**config.mk**
```make
export PLATFORM = sky130hd
export DESIGN_NAME = button_gesture_detector
export DESIGN_NICKNAME = d
export VERILOG_FILES = /design/src/rtl/bgd_pkg.sv /design/src/rtl/button_gesture_detector.sv /design/src/rtl/bgd_lane.sv /design/src/rtl/bgd_combo.sv
export SDC_FILE = /design/constraint.sdc
export NUM_CORES = 1
export LEC_CHECK = 0
export BUFFER_PORTS_ARGS = -buffer_cell sky130_fd_sc_hd__buf_2
export CORE_UTILIZATION = 38
export DETAILED_ROUTE_END_ITERATION = 10
export GPL_TIMING_DRIVEN = 0
export HOLD_SLACK_MARGIN = 0.03
export MAX_ROUTING_LAYER = met4
export PLACE_DENSITY = 0.53
export RECOVER_POWER = 50
export SYNTH_ARGS = -nofsm -noshare
export SYNTH_HDL_FRONTEND = slang
export SYNTH_SLANG_ARGS = --single-unit
```
**constraint.sdc**
```tcl
create_clock -name clk -period 4.4 [get_ports clk]
set_input_delay 0.88 -clock clk [delete_from_list [all_inputs] [get_ports clk]]
set_output_delay 0.88 -clock clk [all_outputs]
set_load 0.01 [all_outputs]
```
**src/rtl/bgd_pkg.sv**
```systemverilog
// Shared types and constants for the button gesture detector.
// No dependencies; imported by every module of the block.
`timescale 1ns / 1ps

package bgd_pkg;

  // Field widths fixed by the stream format
  localparam int MASK_W  = 4;
  localparam int REG_W   = 16;
  localparam int IDX_W   = 1;
  localparam int S_DATA_W = 8;
  localparam int M_DATA_W = 24;

  // Command codes carried on s_tuser
  localparam logic CMD_STATUS = 1'b0;
  localparam logic CMD_TICK   = 1'b1;

  // Configuration register indexes
  localparam logic [IDX_W-1:0] REG_LONG_PRESS    = 1'b0;
  localparam logic [IDX_W-1:0] REG_DOUBLE_WINDOW = 1'b1;

  localparam logic [REG_W-1:0] REG_RESET_TICKS = 16'd1000;

  // Combo buttons: minus and plus
  localparam int COMBO_A = 0;
  localparam int COMBO_B = 2;

  // What one button lane reports for the current word
  typedef struct packed {
    logic up;        // up state after this word
    logic changed;
    logic pressed;
    logic dbl;
    logic lng;
  } lane_res_t;

  // What the combo timer reports for the current word
  typedef struct packed {
    logic pressed;
    logic fired;
  } combo_res_t;

endpackage

```
**src/rtl/button_gesture_detector.sv**
```systemverilog
// Top level of the button gesture detector: config registers, button lanes,
// combo timer and the merging output register. Depends on bgd_pkg,
// bgd_lane and bgd_combo.
`timescale 1ns / 1ps

// Usage:
//   Input stream: s_tuser selects a status word (0) or a time tick (1);
//   s_tdata carries the present mask and the up mask of the buttons
//   minus, play/pause, plus and power (bits 0..3 of each mask).
//   Output stream: one result word per input word, packed on m_tdata.
//   Config port: write cfg_data to register cfg_index while cfg_we is high;
//   index 0 is the long-press time, index 1 the double-press window, both in
//   ticks. Write only while no word is in flight.
//   A result appears on m_tvalid in the cycle after its input is accepted.
//   Throughput: one word per cycle when not stalled, set by the single
//   output register; every lane updates its state in the accepting cycle.
//   A stalled receiver holds the output register; s_tready then drops until
//   the held word is taken, and is high again in the cycle it is taken.
//   Reset (rst, synchronous): all buttons up, all timers stopped, no press
//   history, both registers at 1000 ticks, output empty.
module button_gesture_detector
  import bgd_pkg::*;
#(
  parameter int NUM_BUTTONS = 4,
  parameter int TIMER_BITS  = 16
) (
  input  logic                clk,
  input  logic                rst,
  input  logic                s_tvalid,
  output logic                s_tready,
  input  logic [S_DATA_W-1:0] s_tdata,  // [3:0] present_mask, [7:4] up_mask
  input  logic                s_tuser,  // [0] cmd
  output logic                m_tvalid,
  input  logic                m_tready,
  // [3:0] up_state, [7:4] changed, [11:8] pressed, [15:12] double_pressed,
  // [19:16] long_pressed, [20] combo_pressed, [21] combo_long, [23:22] zero
  output logic [M_DATA_W-1:0] m_tdata,
  input  logic                cfg_we,
  input  logic [IDX_W-1:0]    cfg_index,
  input  logic [REG_W-1:0]    cfg_data
);

  logic             accept;
  logic [REG_W-1:0] long_ticks;
  logic [REG_W-1:0] dbl_ticks;
  logic [MASK_W-1:0] present_mask, up_mask;
  lane_res_t        lane_res [NUM_BUTTONS];
  combo_res_t       combo_res;
  logic             combo_up_a, combo_up_b;
  logic [MASK_W-1:0] up_state, changed, pressed, double_pressed, long_pressed;
  logic             out_valid;
  logic [M_DATA_W-1:0] out_data;

  assign present_mask = s_tdata[MASK_W-1:0];
  assign up_mask      = s_tdata[2*MASK_W-1:MASK_W];

  // Take a word whenever the output register is empty or draining
  assign s_tready = !out_valid || m_tready;
  assign accept   = s_tvalid && s_tready;

  // Configuration registers
  always_ff @(posedge clk) begin
    if (rst) begin
      long_ticks <= REG_RESET_TICKS;
      dbl_ticks  <= REG_RESET_TICKS;
    end else if (cfg_we) begin
      case (cfg_index)
        REG_LONG_PRESS:    long_ticks <= cfg_data;
        REG_DOUBLE_WINDOW: dbl_ticks  <= cfg_data;
        default: ;
      endcase
    end
  end

  // One lane per button; buttons past the mask width are never present
  for (genvar i = 0; i < NUM_BUTTONS; i++) begin : g_lane
    logic lane_present, lane_up;
    if (i < MASK_W) begin : g_io
      assign lane_present = present_mask[i];
      assign lane_up      = up_mask[i];
    end else begin : g_noio
      assign lane_present = 1'b0;
      assign lane_up      = 1'b1;
    end
    bgd_lane #(
      .TIMER_BITS(TIMER_BITS)
    ) u_lane (
      .clk       (clk),
      .rst       (rst),
      .accept    (accept),
      .cmd       (s_tuser),
      .present   (lane_present),
      .up_in     (lane_up),
      .long_ticks(long_ticks),
      .dbl_ticks (dbl_ticks),
      .res       (lane_res[i])
    );
  end

  // A combo button that does not exist counts as up
  if (COMBO_A < NUM_BUTTONS) begin : g_combo_a
    assign combo_up_a = lane_res[COMBO_A].up;
  end else begin : g_no_combo_a
    assign combo_up_a = 1'b1;
  end
  if (COMBO_B < NUM_BUTTONS) begin : g_combo_b
    assign combo_up_b = lane_res[COMBO_B].up;
  end else begin : g_no_combo_b
    assign combo_up_b = 1'b1;
  end

  bgd_combo #(
    .TIMER_BITS(TIMER_BITS)
  ) u_combo (
    .clk       (clk),
    .rst       (rst),
    .accept    (accept),
    .cmd       (s_tuser),
    .up_a      (combo_up_a),
    .up_b      (combo_up_b),
    .long_ticks(long_ticks),
    .res       (combo_res)
  );

  // Merge lane reports into the four visible bit positions
  for (genvar i = 0; i < MASK_W; i++) begin : g_merge
    if (i < NUM_BUTTONS) begin : g_have
      assign up_state[i]       = lane_res[i].up;
      assign changed[i]        = lane_res[i].changed;
      assign pressed[i]        = lane_res[i].pressed;
      assign double_pressed[i] = lane_res[i].dbl;
      assign long_pressed[i]   = lane_res[i].lng;
    end else begin : g_none
      assign up_state[i]       = 1'b0;
      assign changed[i]        = 1'b0;
      assign pressed[i]        = 1'b0;
      assign double_pressed[i] = 1'b0;
      assign long_pressed[i]   = 1'b0;
    end
  end

  // Output register: load on accept, drop when taken
  always_ff @(posedge clk) begin
    if (rst) begin
      out_valid <= 1'b0;
    end else if (accept) begin
      out_valid <= 1'b1;
    end else if (m_tready) begin
      out_valid <= 1'b0;
    end
  end

  always_ff @(posedge clk) begin
    if (accept) begin
      out_data <= {2'b00, combo_res.fired, combo_res.pressed, long_pressed,
                   double_pressed, pressed, changed, up_state};
    end
  end

  assign m_tvalid = out_valid;
  assign m_tdata  = out_data;

  // An accepted word always shows up on the output next cycle
  a_accept_to_out: assert property (@(posedge clk) disable iff (rst)
    accept |=> m_tvalid)
    else $error("accepted word did not reach the output register");

  // A press is always also a change
  a_press_is_change: assert property (@(posedge clk) disable iff (rst)
    m_tvalid |-> ((m_tdata[11:8] & ~m_tdata[7:4]) == 4'b0000))
    else $error("press reported without a state change");

  // A double press is always also a press
  a_double_is_press: assert property (@(posedge clk) disable iff (rst)
    m_tvalid |-> ((m_tdata[15:12] & ~m_tdata[11:8]) == 4'b0000))
    else $error("double press reported without a press");

  // Tick reports and status reports never mix in one word
  a_tick_vs_status: assert property (@(posedge clk) disable iff (rst)
    (m_tvalid && ((m_tdata[19:16] != 4'b0000) || m_tdata[21]))
      |-> ((m_tdata[7:4] == 4'b0000) && !m_tdata[20]))
    else $error("tick result carries status events");

endmodule

```
**src/rtl/bgd_lane.sv**
```systemverilog
// One button lane: up state, long-press timer and double-press history.
// Depends on bgd_pkg.
`timescale 1ns / 1ps

module bgd_lane
  import bgd_pkg::*;
#(
  parameter int TIMER_BITS = 16
) (
  input  logic             clk,
  input  logic             rst,
  input  logic             accept,
  input  logic             cmd,
  input  logic             present,
  input  logic             up_in,
  input  logic [REG_W-1:0] long_ticks,
  input  logic [REG_W-1:0] dbl_ticks,
  output lane_res_t        res
);

  localparam int CMP_W = (TIMER_BITS > REG_W) ? TIMER_BITS : REG_W;
  localparam logic [TIMER_BITS-1:0] CNT_MAX = '1;

  logic                  up, up_next;
  logic [TIMER_BITS-1:0] hold_cnt, hold_cnt_next;
  logic                  hold_run, hold_run_next;
  logic [TIMER_BITS-1:0] since, since_next;
  logic                  recent, recent_next;

  // Work out the lane's next state and its report for this word
  always_comb begin
    up_next       = up;
    hold_cnt_next = hold_cnt;
    hold_run_next = hold_run;
    since_next    = since;
    recent_next   = recent;
    res           = '0;
    if (cmd == CMD_STATUS) begin
      if (present && (up_in != up)) begin
        up_next     = up_in;
        res.changed = 1'b1;
        if (up_in) begin
          hold_run_next = 1'b0;
        end else begin
          res.pressed = 1'b1;
          // a second press inside the window consumes the history
          if (recent && (CMP_W'(since) < CMP_W'(dbl_ticks))) begin
            res.dbl     = 1'b1;
            recent_next = 1'b0;
          end else begin
            recent_next = 1'b1;
          end
          since_next    = '0;
          hold_cnt_next = '0;
          hold_run_next = 1'b1;
        end
      end
    end else begin
      // advance the saturating timers; the hold timer fires once and stops, the window timer just expires
      if (hold_run) begin
        hold_cnt_next = (hold_cnt == CNT_MAX) ? CNT_MAX : hold_cnt + 1'b1;
        if (CMP_W'(hold_cnt_next) >= CMP_W'(long_ticks)) begin
          hold_run_next = 1'b0;
          res.lng       = 1'b1;
        end
      end
      if (recent) begin
        since_next = (since == CNT_MAX) ? CNT_MAX : since + 1'b1;
        if (CMP_W'(since_next) >= CMP_W'(dbl_ticks)) begin
          recent_next = 1'b0;
        end
      end
    end
    res.up = up_next;
  end

  // Commit state when the word is accepted
  always_ff @(posedge clk) begin
    if (rst) begin
      up       <= 1'b1;
      hold_cnt <= '0;
      hold_run <= 1'b0;
      since    <= '0;
      recent   <= 1'b0;
    end else if (accept) begin
      up       <= up_next;
      hold_cnt <= hold_cnt_next;
      hold_run <= hold_run_next;
      since    <= since_next;
      recent   <= recent_next;
    end
  end

endmodule

```
**src/rtl/bgd_combo.sv**
```systemverilog
// Minus-plus combo detector with its own long-press timer.
// Depends on bgd_pkg; fed by the up states that the lanes report.
`timescale 1ns / 1ps

module bgd_combo
  import bgd_pkg::*;
#(
  parameter int TIMER_BITS = 16
) (
  input  logic             clk,
  input  logic             rst,
  input  logic             accept,
  input  logic             cmd,
  input  logic             up_a,
  input  logic             up_b,
  input  logic [REG_W-1:0] long_ticks,
  output combo_res_t       res
);

  localparam int CMP_W = (TIMER_BITS > REG_W) ? TIMER_BITS : REG_W;
  localparam logic [TIMER_BITS-1:0] CNT_MAX = '1;

  logic [TIMER_BITS-1:0] cnt, cnt_next;
  logic                  run, run_next;

  // Restart on every status word with both down, stop on any other status word; ticks advance the timer
  always_comb begin
    cnt_next = cnt;
    run_next = run;
    res      = '0;
    if (cmd == CMD_STATUS) begin
      if (!up_a && !up_b) begin
        res.pressed = 1'b1;
        cnt_next    = '0;
        run_next    = 1'b1;
      end else begin
        run_next = 1'b0;
      end
    end else if (run) begin
      cnt_next = (cnt == CNT_MAX) ? CNT_MAX : cnt + 1'b1;
      if (CMP_W'(cnt_next) >= CMP_W'(long_ticks)) begin
        run_next  = 1'b0;
        res.fired = 1'b1;
      end
    end
  end

  always_ff @(posedge clk) begin
    if (rst) begin
      cnt <= '0;
      run <= 1'b0;
    end else if (accept) begin
      cnt <= cnt_next;
      run <= run_next;
    end
  end

endmodule

```
======== Word-level counts from Yosys, hierarchy flattened ========
Cells that the tools add are included.
storage, ports and cells
  word-level logic and storage cells ...... 256
  flip-flop bits (word level) ............. 212
  input bits .............................. 31
cells by class
  $lt $le $gt $ge ......................... 13
  bitwise gates (word level) .............. 5
  muxes and demuxes ....................... 111
  add/subtract/negate cells ............... 9
  equal/unequal tests ..................... 26
  reduce and logical (&&, ||, !) cells .... 52
operator list
  operator                                       count
  two-way mux 16 bit                             36
  adder 16 x 1 -> 16 bit, second input constant  9
  == test 16 bit, second input constant          9
  >= comparator 16 bit                           9
  two-way mux 1 bit                              67
  < comparator 16 bit                            4
  AND reduction 4 bit                            8
  != test 2 x 1 -> 1 bit, second input constant  13
  AND reduction 2 bit                            11
  AND reduction 3 bit                            5
  two-way mux 3 bit                              4
  nonzero test 2 bit                             6
  OR reduction 3 bit                             4
  logical AND 1 bit                              10
  two-way mux 2 bit                              4
  OR reduction 2 bit                             4
  inverter 1 bit                                 5
  != test 1 bit                                  4
  zero test 1 bit                                3
  logical OR 1 bit                               1

======== Longest topological paths before layout ========
Gate-level depths: netlist (run 1).
  depth after elaboration ................. 8
  depth in mapped cells ................... 15

======== By module ========
From an unflattened synthesis (run 1), not the netlist that was laid out.
unflattened totals
  cells, all modules ...................... 2188
  area total of the unflattened synthesis .. 17296.6 µm²
by module, submodules not included
  module                            cells an instance  instances  area each (µm²)
  bgd_lane at g_lane[0].u_lane ...  454                3          3417.0
  bgd_lane at g_lane[1].u_lane      464                1          3453.3
  button_gesture_detector           156                1          2050.7
  bgd_combo                         206                1          1541.5

======== Worst setup path after synthesis (run 1) ========
OpenSTA, ideal clock, no wires.
  kind .................................... reg2reg
  from .................................... register u_combo.cnt[0]
  to ...................................... register out_data[21] (netlist: m_tdata[21]), data pin
  path buffers ............................ 1
  arrival ................................. 2.810 ns
  setup slack ............................. 1.327 ns
  stages on the path, launching flop included .. 13
  setup time .............................. 0.263 ns
  cells stage by stage .................... dfxtp_1 -> ha_1 -> and3_2 -> nand3_1 -> or3_1 -> buf_2 -> and2_1 -> ha_1 -> nand2b_1 -> a2111oi_0 -> o211ai_1 -> a211oi_1 -> nor3_1
on the way
  cells in the longest elaborated chain, start to end .. 4
  elaborated cells on any way between the ends .. 5
RTL lines
  what                                                      RTL line                        source
  start: declaration                                        bgd_combo.sv:23                 logic [TIMER_BITS-1:0] cnt, cnt_next;
  start signal: assignment                                  bgd_combo.sv:53                 cnt <= cnt_next;
  adder 16 x 1 -> 16 bit or == test 16 bit (tied branches)  bgd_combo.sv:40                 cnt_next = (cnt == CNT_MAX) ? CNT_MAX : cnt + 1'b1;
  two-way mux 16 bit *                                      bgd_combo.sv:40
  >= comparator 16 bit *                                    bgd_combo.sv:41                 if (CMP_W'(cnt_next) >= CMP_W'(long_ticks)) begin
  two-way mux 1 bit *                                       bgd_combo.sv:41
  end signal: assignment                                    button_gesture_detector.sv:155  out_data <= {2'b00, combo_res.fired, combo_res.pressed, long_pressed,
  end: declaration                                          button_gesture_detector.sv:52   logic [M_DATA_W-1:0] out_data;
Mark *: on every way between the ends. The rest lies on a longest branch, timed or not.
A chain may end at the register's enable or synchronous reset.

======== Worst setup path in the final report (run 1) ========
  from .................................... input port m_tready
  to ...................................... register g_lane[2].u_lane.since[12]
on the way
  cells in the longest elaborated chain, start to end .. 3
RTL lines
  what                                  RTL line                       source
  start: declaration                    button_gesture_detector.sv:34  input logic m_tready,
  logical OR 1 bit                      button_gesture_detector.sv:58  assign s_tready = !out_valid || m_tready;
  logical AND 1 bit                     button_gesture_detector.sv:59  assign accept = s_tvalid && s_tready;
  named net accept                      button_gesture_detector.sv:43  logic accept;
  AND reduction 4 bit (no source line)  -
  end signal: assignment                bgd_lane.sv:89                 since <= since_next;
  end: declaration                      bgd_lane.sv:27                 logic [TIMER_BITS-1:0] since, since_next;
The timed path passes the listed nets, and every way through them passes these cells.

==> results of run 1 <==
==> final cells by class <==
class / instances / area (µm²)
plain buffers: 92 / 440.4
inverters: 76 / 285.3
well taps: 585 / 732.0
diodes: 2 / 5.005
multi-input cells: 1755 / 11520
clock inverters: 16 / 148.9
repair buffers: 53 / 234.0
flip-flops and latches: 212 / 4464
fillers: 4500 / 24740
clock buffers: 33 / 698.2
==> layer usage <==
metal | global-route usage | vias to the layer above | share of wire
met1 | 0.3407 | 7737 | 0.46
li1 | - | 7948 | -
met2 | 0.4256 | 451 | 0.46
met5 | - | - | 0
met3 | 0.03249 | 109 | 0.057
met4 | 0.08696 | 0 | 0.029
==> power breakdown <==
group / switching, µW / internal [µW]
logic: 395 / 163
clock network: 931 / 1290
registers: 34.9 / 2000
==> cell usage in the layout, fill, tap and decap left out, types with 22 or more instances in the layout <==
cell type	netlist	final
inv_1	71	74
ha_1	213	213
xnor2_1	47	47
nor3_1	26	26
nand4_1	38	38
a21o_1	61	61
and3_1	41	41
nor2_1	154	156
clkbuf_16	0	27
a22oi_1	32	32
nand3_1	93	93
a22o_1	30	30
clkbuf_1	36	76
o21ai_0	193	200
buf_2	36	55
edfxtp_1	22	22
nand2_1	299	300
xor2_1	35	35
a21oi_1	148	151
nor2b_1	22	23
dfxtp_1	190	190
nand2b_1	36	36
==> how the worst min path moves through the flow <==
stage | start | endpoint | slack [ns]
after CTS | dbl_ticks[15] | dbl_ticks[15] | 0.45
after floorplan | dbl_ticks[10] | dbl_ticks[10] | 0.44
after global placement | dbl_ticks[11] | dbl_ticks[11] | 0.44
final | dbl_ticks[11] | dbl_ticks[11] | 0.45
after detailed placement | dbl_ticks[15] | dbl_ticks[15] | 0.45
after global routing | dbl_ticks[13] | dbl_ticks[13] | 0.47
==> registers in the layout, indices dropped and copies added, names as in the netlist, 4 cells and up <==
| name | flops |
|---|---|
| g_lane.u_lane.since | 64 |
| dbl_ticks | 16 |
| long_ticks | 16 |
| g_lane.u_lane.hold_cnt | 64 |
| g_lane.u_lane.up | 4 |
| g_lane.u_lane.hold_run | 4 |
| u_combo.cnt | 16 |
| g_lane.u_lane.recent | 4 |
| m_tdata | 22 |
==> worst max-delay path: stages <==
cell	delay, ns
buf_2	0.09
nor2b_1	0.79
inv_1	0.44
nand2_1	0.46
inv_1	0.41
buf_4	0.34
clkbuf_2	0.66
o21ai_0	0.39
a22oi_1	0.14
nor2_1	0.10
==> cell families (layout without fill, tap and decap cells) <==
family	count (synthesis)	in the layout	share of synthesized area
DFF	212	212	0.2665
and+or+nand+nor	796	796	0.2314
adders and majority gates	213	213	0.1591
muxes	19	19	0.01300
AOI/OAI and AO/OA	643	643	0.2427
buffers and inverters	168	270	0.04415
xor gates and xnor gates	82	82	0.04288
other	1	4	0.0002239
==> synth_stat cells (7+ instances only) <==
cell type / instances
edfxtp_1: 22
nand2b_1: 36
buf_1: 8
o31ai_1: 14
a21o_1: 61
nor2_1: 154
o211ai_1: 15
a32o_1: 14
buf_4: 7
ha_1: 213
nor4_1: 7
xnor2_1: 47
clkbuf_1: 36
nor3_1: 26
buf_2: 36
nand2_1: 299
o22ai_1: 9
and4_1: 8
xor2_1: 35
o21ai_1: 22
a21oi_1: 148
inv_1: 71
a211oi_1: 16
nand3_1: 93
a22o_1: 30
a22oi_1: 32
o21ai_0: 193
dfxtp_1: 190
nand4_1: 38
a31oi_1: 13
mux2_2: 13
o21a_1: 19
or3_1: 10
and3_1: 41
and2_1: 22
nor2b_1: 22
==> metrics by stage <==
stage | hold slack, ns | instances | util
global placement | 0.4414 | 2773 | 0.4103
detailed placement | 0.4463 | 2773 | 0.4103
global route | 0.4733 | 2824 | 0.4283
floorplan | 0.4363 | 2135 | -
finish | 0.4535 | 2824 | 0.4283
CTS | 0.4543 | 2822 | 0.4298
==> impl_results.md, run 1 <==
* Inserted Clock Buffers at 27
* Seq/Total Area, Yosys at 0.2665
* Endpoints failing setup at 0
* RSZ-0062 raised after global routing: false
* Worst-path clk slew at 0.06 ns
* Synth area leaders: dfxtp_1, ha_1, nand2_1
* Worst EP arrival at 4.73 ns
* Synthesized area at 16,750 µm²
* CP required at 4.90 ns
* Final wirelength at 57.58 mm
* # H-tree levels at 1
* Die width at 212.0 µm
* Largest net degree at the start of global routing at 32
* Relative slew slack at 0.2047
* Tcrit/Tclk final at 0.9614
* Final Power at 4814 µW
* Maximum capacitance violations at 0
* DR pass1 iterations at 7
* Clk sink count at 212
* Synth unique cells at 86
* Top_reg_cell synth: dfxtp_1
* Die area at 44,920 µm²
* First-pass GRT wire length at 88.75 mm
* Routability cong. at 0.9060
* Yosys Warn Count at 0
* Setup crit end kind: flip-flop
* PD cells at 259.8 nW/µm²
* Total number of vias at 16.25k
* Post-CTS Resized at 0
* Vias in the first global route at 15.43k
* Clk root buf: clkbuf_16
* CP max FO at 31
* DR iter-0 viols at 1,299
* Ys async rst share at 0
* Core ar. at 43,270 µm²
* Die height at 212.0 µm
* Routed Antenna Nets at 0
* Syn avg cell area at 7.849 µm²
* Critical R2R Capture: g_lane[2].u_lane.since[12]
* Max frequency at 236.4 MHz
* Post-Syn Instances at 2,134
* Crit path to: g_lane[2].u_lane.since[12]
* Vias per cell at 5.752
* Clk buf depth at 3
* CP Launch Point: m_tready
* Final Skew at 0.01120 ns
* Drt wl/cell at 20.39 µm
* Overall Global Routing Usage at 0.2639
* Overflow after GRT at 0
* Final slew viol count at 0
* Hold Violations, Final at 0
* Synth-to-Final Area Change at 10.62%
* DRC viols at 0
* Worst setup margin at 0.1699 ns
* Critical path class: in2reg
* Status: complete, no violations
* Period minus WS final at 4.230 ns
* Initial antenna violation count at 2
* Setup TNS at 0 ns
* Reg2Reg Launch Point: m_tvalid
* Post-synth EDFFs at 22
* Synth top area share at 0.2271
* Nets at 2,461
* Core Rows at 76
* CTS tree: yes
* HPWL after DPL at 42.82 mm
* Register-to-Register Setup Slack at 0.23 ns
* Hold_buf cts at 0
* Leak pwr at 0.008333 µW
* Worst Reg-to-Reg Cells at 9
* Area post-placement at 17,750 µm²
* Post CTS Setup Buffer Count at 0
* Clk Latency, worst-skew pair at 0.56 ns
* Design Area, Final at 18,530 µm²
* Initial core utilization at 0.3871
* Max IR drop VDD at 0.2972 mV
* Setup Slack @ Placement at 0.1979 ns
* Tightest Pin Transition at 1.193 ns
* I/O Buffers at 53
* Worst hold stages at 2
* Worst Hold Class: reg2reg
* Layout cell share with drive strength beyond 1 at 0.06750
* CP startpoint kind: primary input
* Num ports at 57
* Area leader, netlist: dfxtp_1
* Register bit count reported by yosys at 212
Note: power is estimated with default switching activity, not from simulation.
==> run 2: changes to the inputs <==
REMOVE_ABC_BUFFERS = 1   (was not set)
==> impl_results.md, run 2 (synthesized netlist as in run 1, its figures left out) <==
* Routability cong. at 0.8987
* Drt wl/cell at 18.78 µm
* Core ar. at 43,270 µm²
* Switching Power at 1331 µW
* PD cells at 266.7 nW/µm²
* Final slew viol count at 91
* Clk Latency, worst-skew pair at 0.58 ns
* Synth-to-Final Area Change at 8.844%
* Leak pwr at 0.008148 µW
* Gate power share at 0.106
* Busiest grt layer: met2
* Commonest non-fill, non-tap cell in the layout: nand2_1
* Worst Reg-to-Reg Cells at 12
* Worst hold slack at 0.4543 ns
* Die width at 212.0 µm
* Maximum capacitance violations at 3
* Status: finished with violations
* Critical path class: reg2reg
* Max IR drop VDD at 0.2525 mV
* Tightest Pin Transition at 2.476 ns
* Final Power at 4863 µW
* Period minus WS final at 3.966 ns
* Overflow after GRT at 0
* Inserted Clock Buffers at 28
* DR iter-0 viols at 876
* I/O Buffers at 54
* Layout cell share with drive strength beyond 1 at 0.06276
* Final wirelength at 51.38 mm
* Die height at 212.0 µm
* Post CTS Setup Buffer Count at 0
* Vias in the first global route at 14.77k
* Register share of total power at 0.418
* Hold_buf cts at 0
* HPWL after DPL at 36.45 mm
* Final Skew at 0.01972 ns
* Total number of vias at 15.64k
* Setup Slack @ Placement at -0.06746 ns
* Clock power share at 0.476
* Die area at 44,920 µm²
* Clk sink count at 212
* First-pass GRT wire length at 80.83 mm
* Setup TNS at 0 ns
* Reg2Reg Launch Point: u_combo.cnt[0]
* GRT met2 Usage at 0.3611
* Max incr delay on CP at 0.68 ns
* Relative slew slack at -0.6508
* Tcrit/Tclk final at 0.9013
* Most frequent cells in the layout: nand2_1, ha_1, o21ai_0, dfxtp_1, nor2_1
* Endpoints failing setup at 0
* Core Rows at 76
* Initial core utilization at 0.3871
* Num ports at 57
* Nets at 2,373
* Grt met3 use at 0.03353
* Clk root buf: clkbuf_16
* Hold_sp: dbl_ticks[14]
* Worst hold stages at 2
* DRC viols at 0
* Crit path top cell by count: ha_1
* Clk buf depth at 3
* Worst setup margin at 0.4344 ns
* Routed Antenna Nets at 0
* Hold Violations, Final at 0
* Register-to-Register Setup Slack at 0.43 ns
* # H-tree levels at 1
* Largest net degree at the start of global routing at 75
* Worst EP arrival at 4.42 ns
* Post-CTS Resized at 0
* Slowest cell on crit path: or3_1
* Final core utilization at 0.4214
* # diodes at 0
* CP required at 4.86 ns
* Vias per cell at 5.716
* Worst-path clk slew at 0.06 ns
* Max frequency at 252.2 MHz
* Met1 Usage GRT at 0.3133
* DR pass1 iterations at 6
* Setup crit end kind: flip-flop
* Failing checks: capacitance limit, slew limit
* Crit-path cells: ha_1, and3_2, nand3_1, or3_1, and2_1, ha_1, nand2b_1, a2111oi_0, o211ai_1, a211oi_1, o21ai_0, a31oi_1
* Power Internal at 3532 µW
* Hold path endpoint: dbl_ticks[14]
* Switching share of total power at 0.2737
* Critical R2R Capture: u_combo.run
* CP startpoint kind: flip-flop
* Worst Hold Class: reg2reg
* Initial antenna violation count at 0
* RSZ-0062 raised after global routing: false
* CP max FO at 16
* CTS tree: yes
* Overall Global Routing Usage at 0.2349
==> run 2: worst max-delay path by stage <==
stage	to	start
floorplan	m_tdata[21]	u_combo.cnt[0]
global placement	g_lane[2].u_lane.since[3]	rst
detailed placement	g_lane[2].u_lane.since[6]	m_tready
CTS	g_lane[3].u_lane.recent	g_lane[3].u_lane.since[0]
global route	g_lane[3].u_lane.recent	g_lane[3].u_lane.since[0]
finish	u_combo.run	u_combo.cnt[0]
==> run 2: area by class of cell <==
type | instances | area (µm²)
inverter | 76 | 285.3
sequential | 212 | 4464
clock buffer | 42 | 844.6
tap | 585 | 732.0
timing repair buffer | 56 | 286.5
clock inverter | 10 | 77.57
multi-input combinational | 1755 | 11540
fill | 4422 | 25040
==> run 2: worst max-delay path, delay by kind of cell (launching register included) <==
family / cells / cell delay, ns
simple gates: 5 / 1.59
compound gates: 5 / 1.41
fa+ha+maj: 2 / 0.49
flops: 1 / 0.39
==> run 2: per-stage QoR <==
| step | std cells | instance area (µm²) |
|---|---|---|
| 6_report | 2736 | 18230 |
| 5_1_grt | 2736 | 18230 |
| 4_1_cts | 2736 | 18280 |
| 3_5_place_dp | 2684 | 17350 |
| 3_3_place_gp | 2682 | 17300 |
| 2_1_floorplan | 2043 | 16300 |
==> run 2: power by group through the flow <==
| stage | Sequential [µW] | Combinational [µW] | Clock (µW) |
|---|---|---|---|
| floorplan | 2070 | 303 | 0 |
| global placement | 2070 | 506 | 0 |
| detailed placement | 2070 | 521 | 0 |
| CTS | 2030 | 523 | 2370 |
| global route | 2040 | 578 | 2450 |
| finish | 2030 | 518 | 2310 |
==> run 2: per-layer routing <==
layer	share of wire	up-vias
li1	-	7776
met1	0.48	7419
met2	0.44	362
met3	0.055	82
met4	0.031	0
met5	0	-
==> run 3: changes to the inputs <==
clock period = 3.9 ns   (was 4.4 ns; I/O delays follow)
==> impl_results.md, run 3 (synthesized netlist as in run 1, its figures left out) <==
* Max IR drop VDD at 0.2853 mV
* CP max FO at 16
* Leak pwr at 0.008155 µW
* Largest net degree at the start of global routing at 75
* Critical path's top delay family: simple AND/OR/NAND/NOR gates
* Hold_buf cts at 0
* Final wirelength at 51.44 mm
* Setup crit end kind: flip-flop
* Vias per cell at 5.719
* Post-CTS Resized at 4
* Design Area, Final at 18,280 µm²
* DRC viols at 0
* Status: finished with violations
* Final Skew at 0.01875 ns
* Critical path class: reg2reg
* Busiest grt layer: met2
* # H-tree levels at 1
* CP required at 4.20 ns
* Non-Filler Instances at 2,736
* Initial antenna violation count at 0
* Synth-to-Final Area Change at 9.143%
* Clk Latency, worst-skew pair at 0.58 ns
* Core ar. at 43,270 µm²
* Nets at 2,373
* Die height at 212.0 µm
* Max incr delay on CP at 0.56 ns
* Most frequent cells in the layout: nand2_1, ha_1, o21ai_0, dfxtp_1, nor2_1
* Worst-path clk slew at 0.06 ns
* Grt met3 use at 0.03353
* Die area at 44,920 µm²
* Routability cong. at 0.8987
* Tightest Pin Transition at 1.693 ns
* Clk sink count at 212
* DR iter-0 viols at 872
* Relative slew slack at -0.1287
* Crit-path cells: ha_1, and3_2, nand3_1, or3_4, and2_1, ha_1, nand2b_1, a2111oi_1, o211ai_1, a211oi_2, nor3_1
* # diodes at 0
* GRT met2 Usage at 0.3611
* Placed cell count at 2,684
* Initial core utilization at 0.3871
* Tcrit/Tclk final at 0.9353
* Total number of vias at 15.65k
* Maximum capacitance violations at 2
* Period minus WS final at 3.648 ns
* CP startpoint kind: flip-flop
* Hold Violations, Final at 0
* Num ports at 57
* Slowest cell on crit path: or3_4
* Endpoints failing setup at 0
* First-pass GRT wire length at 80.84 mm
* Met1 Usage GRT at 0.3133
* HPWL after DPL at 36.45 mm
* Inserted Clock Buffers at 28
* Vias in the first global route at 14.77k
* Final slew viol count at 55
* I/O Buffers at 54
* PD cells at 300.1 nW/µm²
* DR pass1 iterations at 5
* Worst EP arrival at 3.94 ns
* Max frequency at 274.2 MHz
* Core Rows at 76
* Overflow after GRT at 0
* Clk root buf: clkbuf_16
* Worst Hold Class: reg2reg
* Failing checks: capacitance limit, slew limit
* Commonest non-fill, non-tap cell in the layout: nand2_1
* Layout cell share with drive strength beyond 1 at 0.06462
* Post CTS Setup Buffer Count at 0
* Area post-placement at 17,350 µm²
* Crit path top cell by count: ha_1
* Overall Global Routing Usage at 0.2349
* Clk buf depth at 3
* Die width at 212.0 µm
* WP buf/inv at 0
* Drt wl/cell at 18.80 µm
* Routed Antenna Nets at 0
* CTS tree: yes
==> run 3: worst register-to-register path, delay by kind of cell (launching register included) <==
kind | cells | cell delay (ns)
flops | 1 | 0.39
fa+ha+maj | 2 | 0.49
simple gates | 6 | 1.52
compound gates | 3 | 0.99
==> run 3: final timing paths <==
| path | endpoint | startpoint | cells past startpoint | slack [ns] |
|---|---|---|---|---|
| worst max-delay path | m_tdata[21] | u_combo.cnt[0] | 11 | 0.25 |
| worst min-delay path | dbl_ticks[14] | dbl_ticks[14] | 2 | 0.45 |
| worst max register to register | m_tdata[21] | u_combo.cnt[0] | 11 | 0.25 |
| worst min register to register | dbl_ticks[14] | dbl_ticks[14] | 2 | 0.45 |
==> run 3: power breakdown <==
part	switching, µW	internal [µW]	total (µW)
Clock	1060	1550	2610
Combinational	404	179	584
Sequential	36.1	2250	2290
==> run 3: final cells by class <==
type,instances,area (µm²)
fillers,4419,24990
multi-input cells,1755,11590
flip-flops and latches,212,4464
clock buffers,42,844.6
well taps,585,732.0
repair buffers,56,289.0
inverters,76,287.8
clock inverters,10,77.57
==> run 3: through the flow <==
step | hold WS, ns | utilization | setup slack [ns] | setup TNS, ns | power [µW]
after CTS | 0.4453 | 0.4228 | 0.08509 | 0 | 5553
after global routing | 0.4515 | 0.4225 | -0.002047 | -0.002047 | 5710
after detailed placement | 0.4477 | 0.4011 | -0.4675 | -17.38 | 2925
after global placement | 0.4437 | 0.3999 | -2.454 | -162.37 | 2908
after floorplan | 0.4303 | - | 0.7265 | 0 | 2675
final | 0.4542 | 0.4225 | 0.2524 | 0 | 5487
==> run 3: layer usage <==
| metal | wire [µm] | vias to the layer above |
|---|---|---|
| li1 | - | 7773 |
| met1 | 24570 | 7431 |
| met2 | 22570 | 362 |
| met3 | 2748 | 80 |
| met4 | 1544 | 0 |
| met5 | 0 | - |
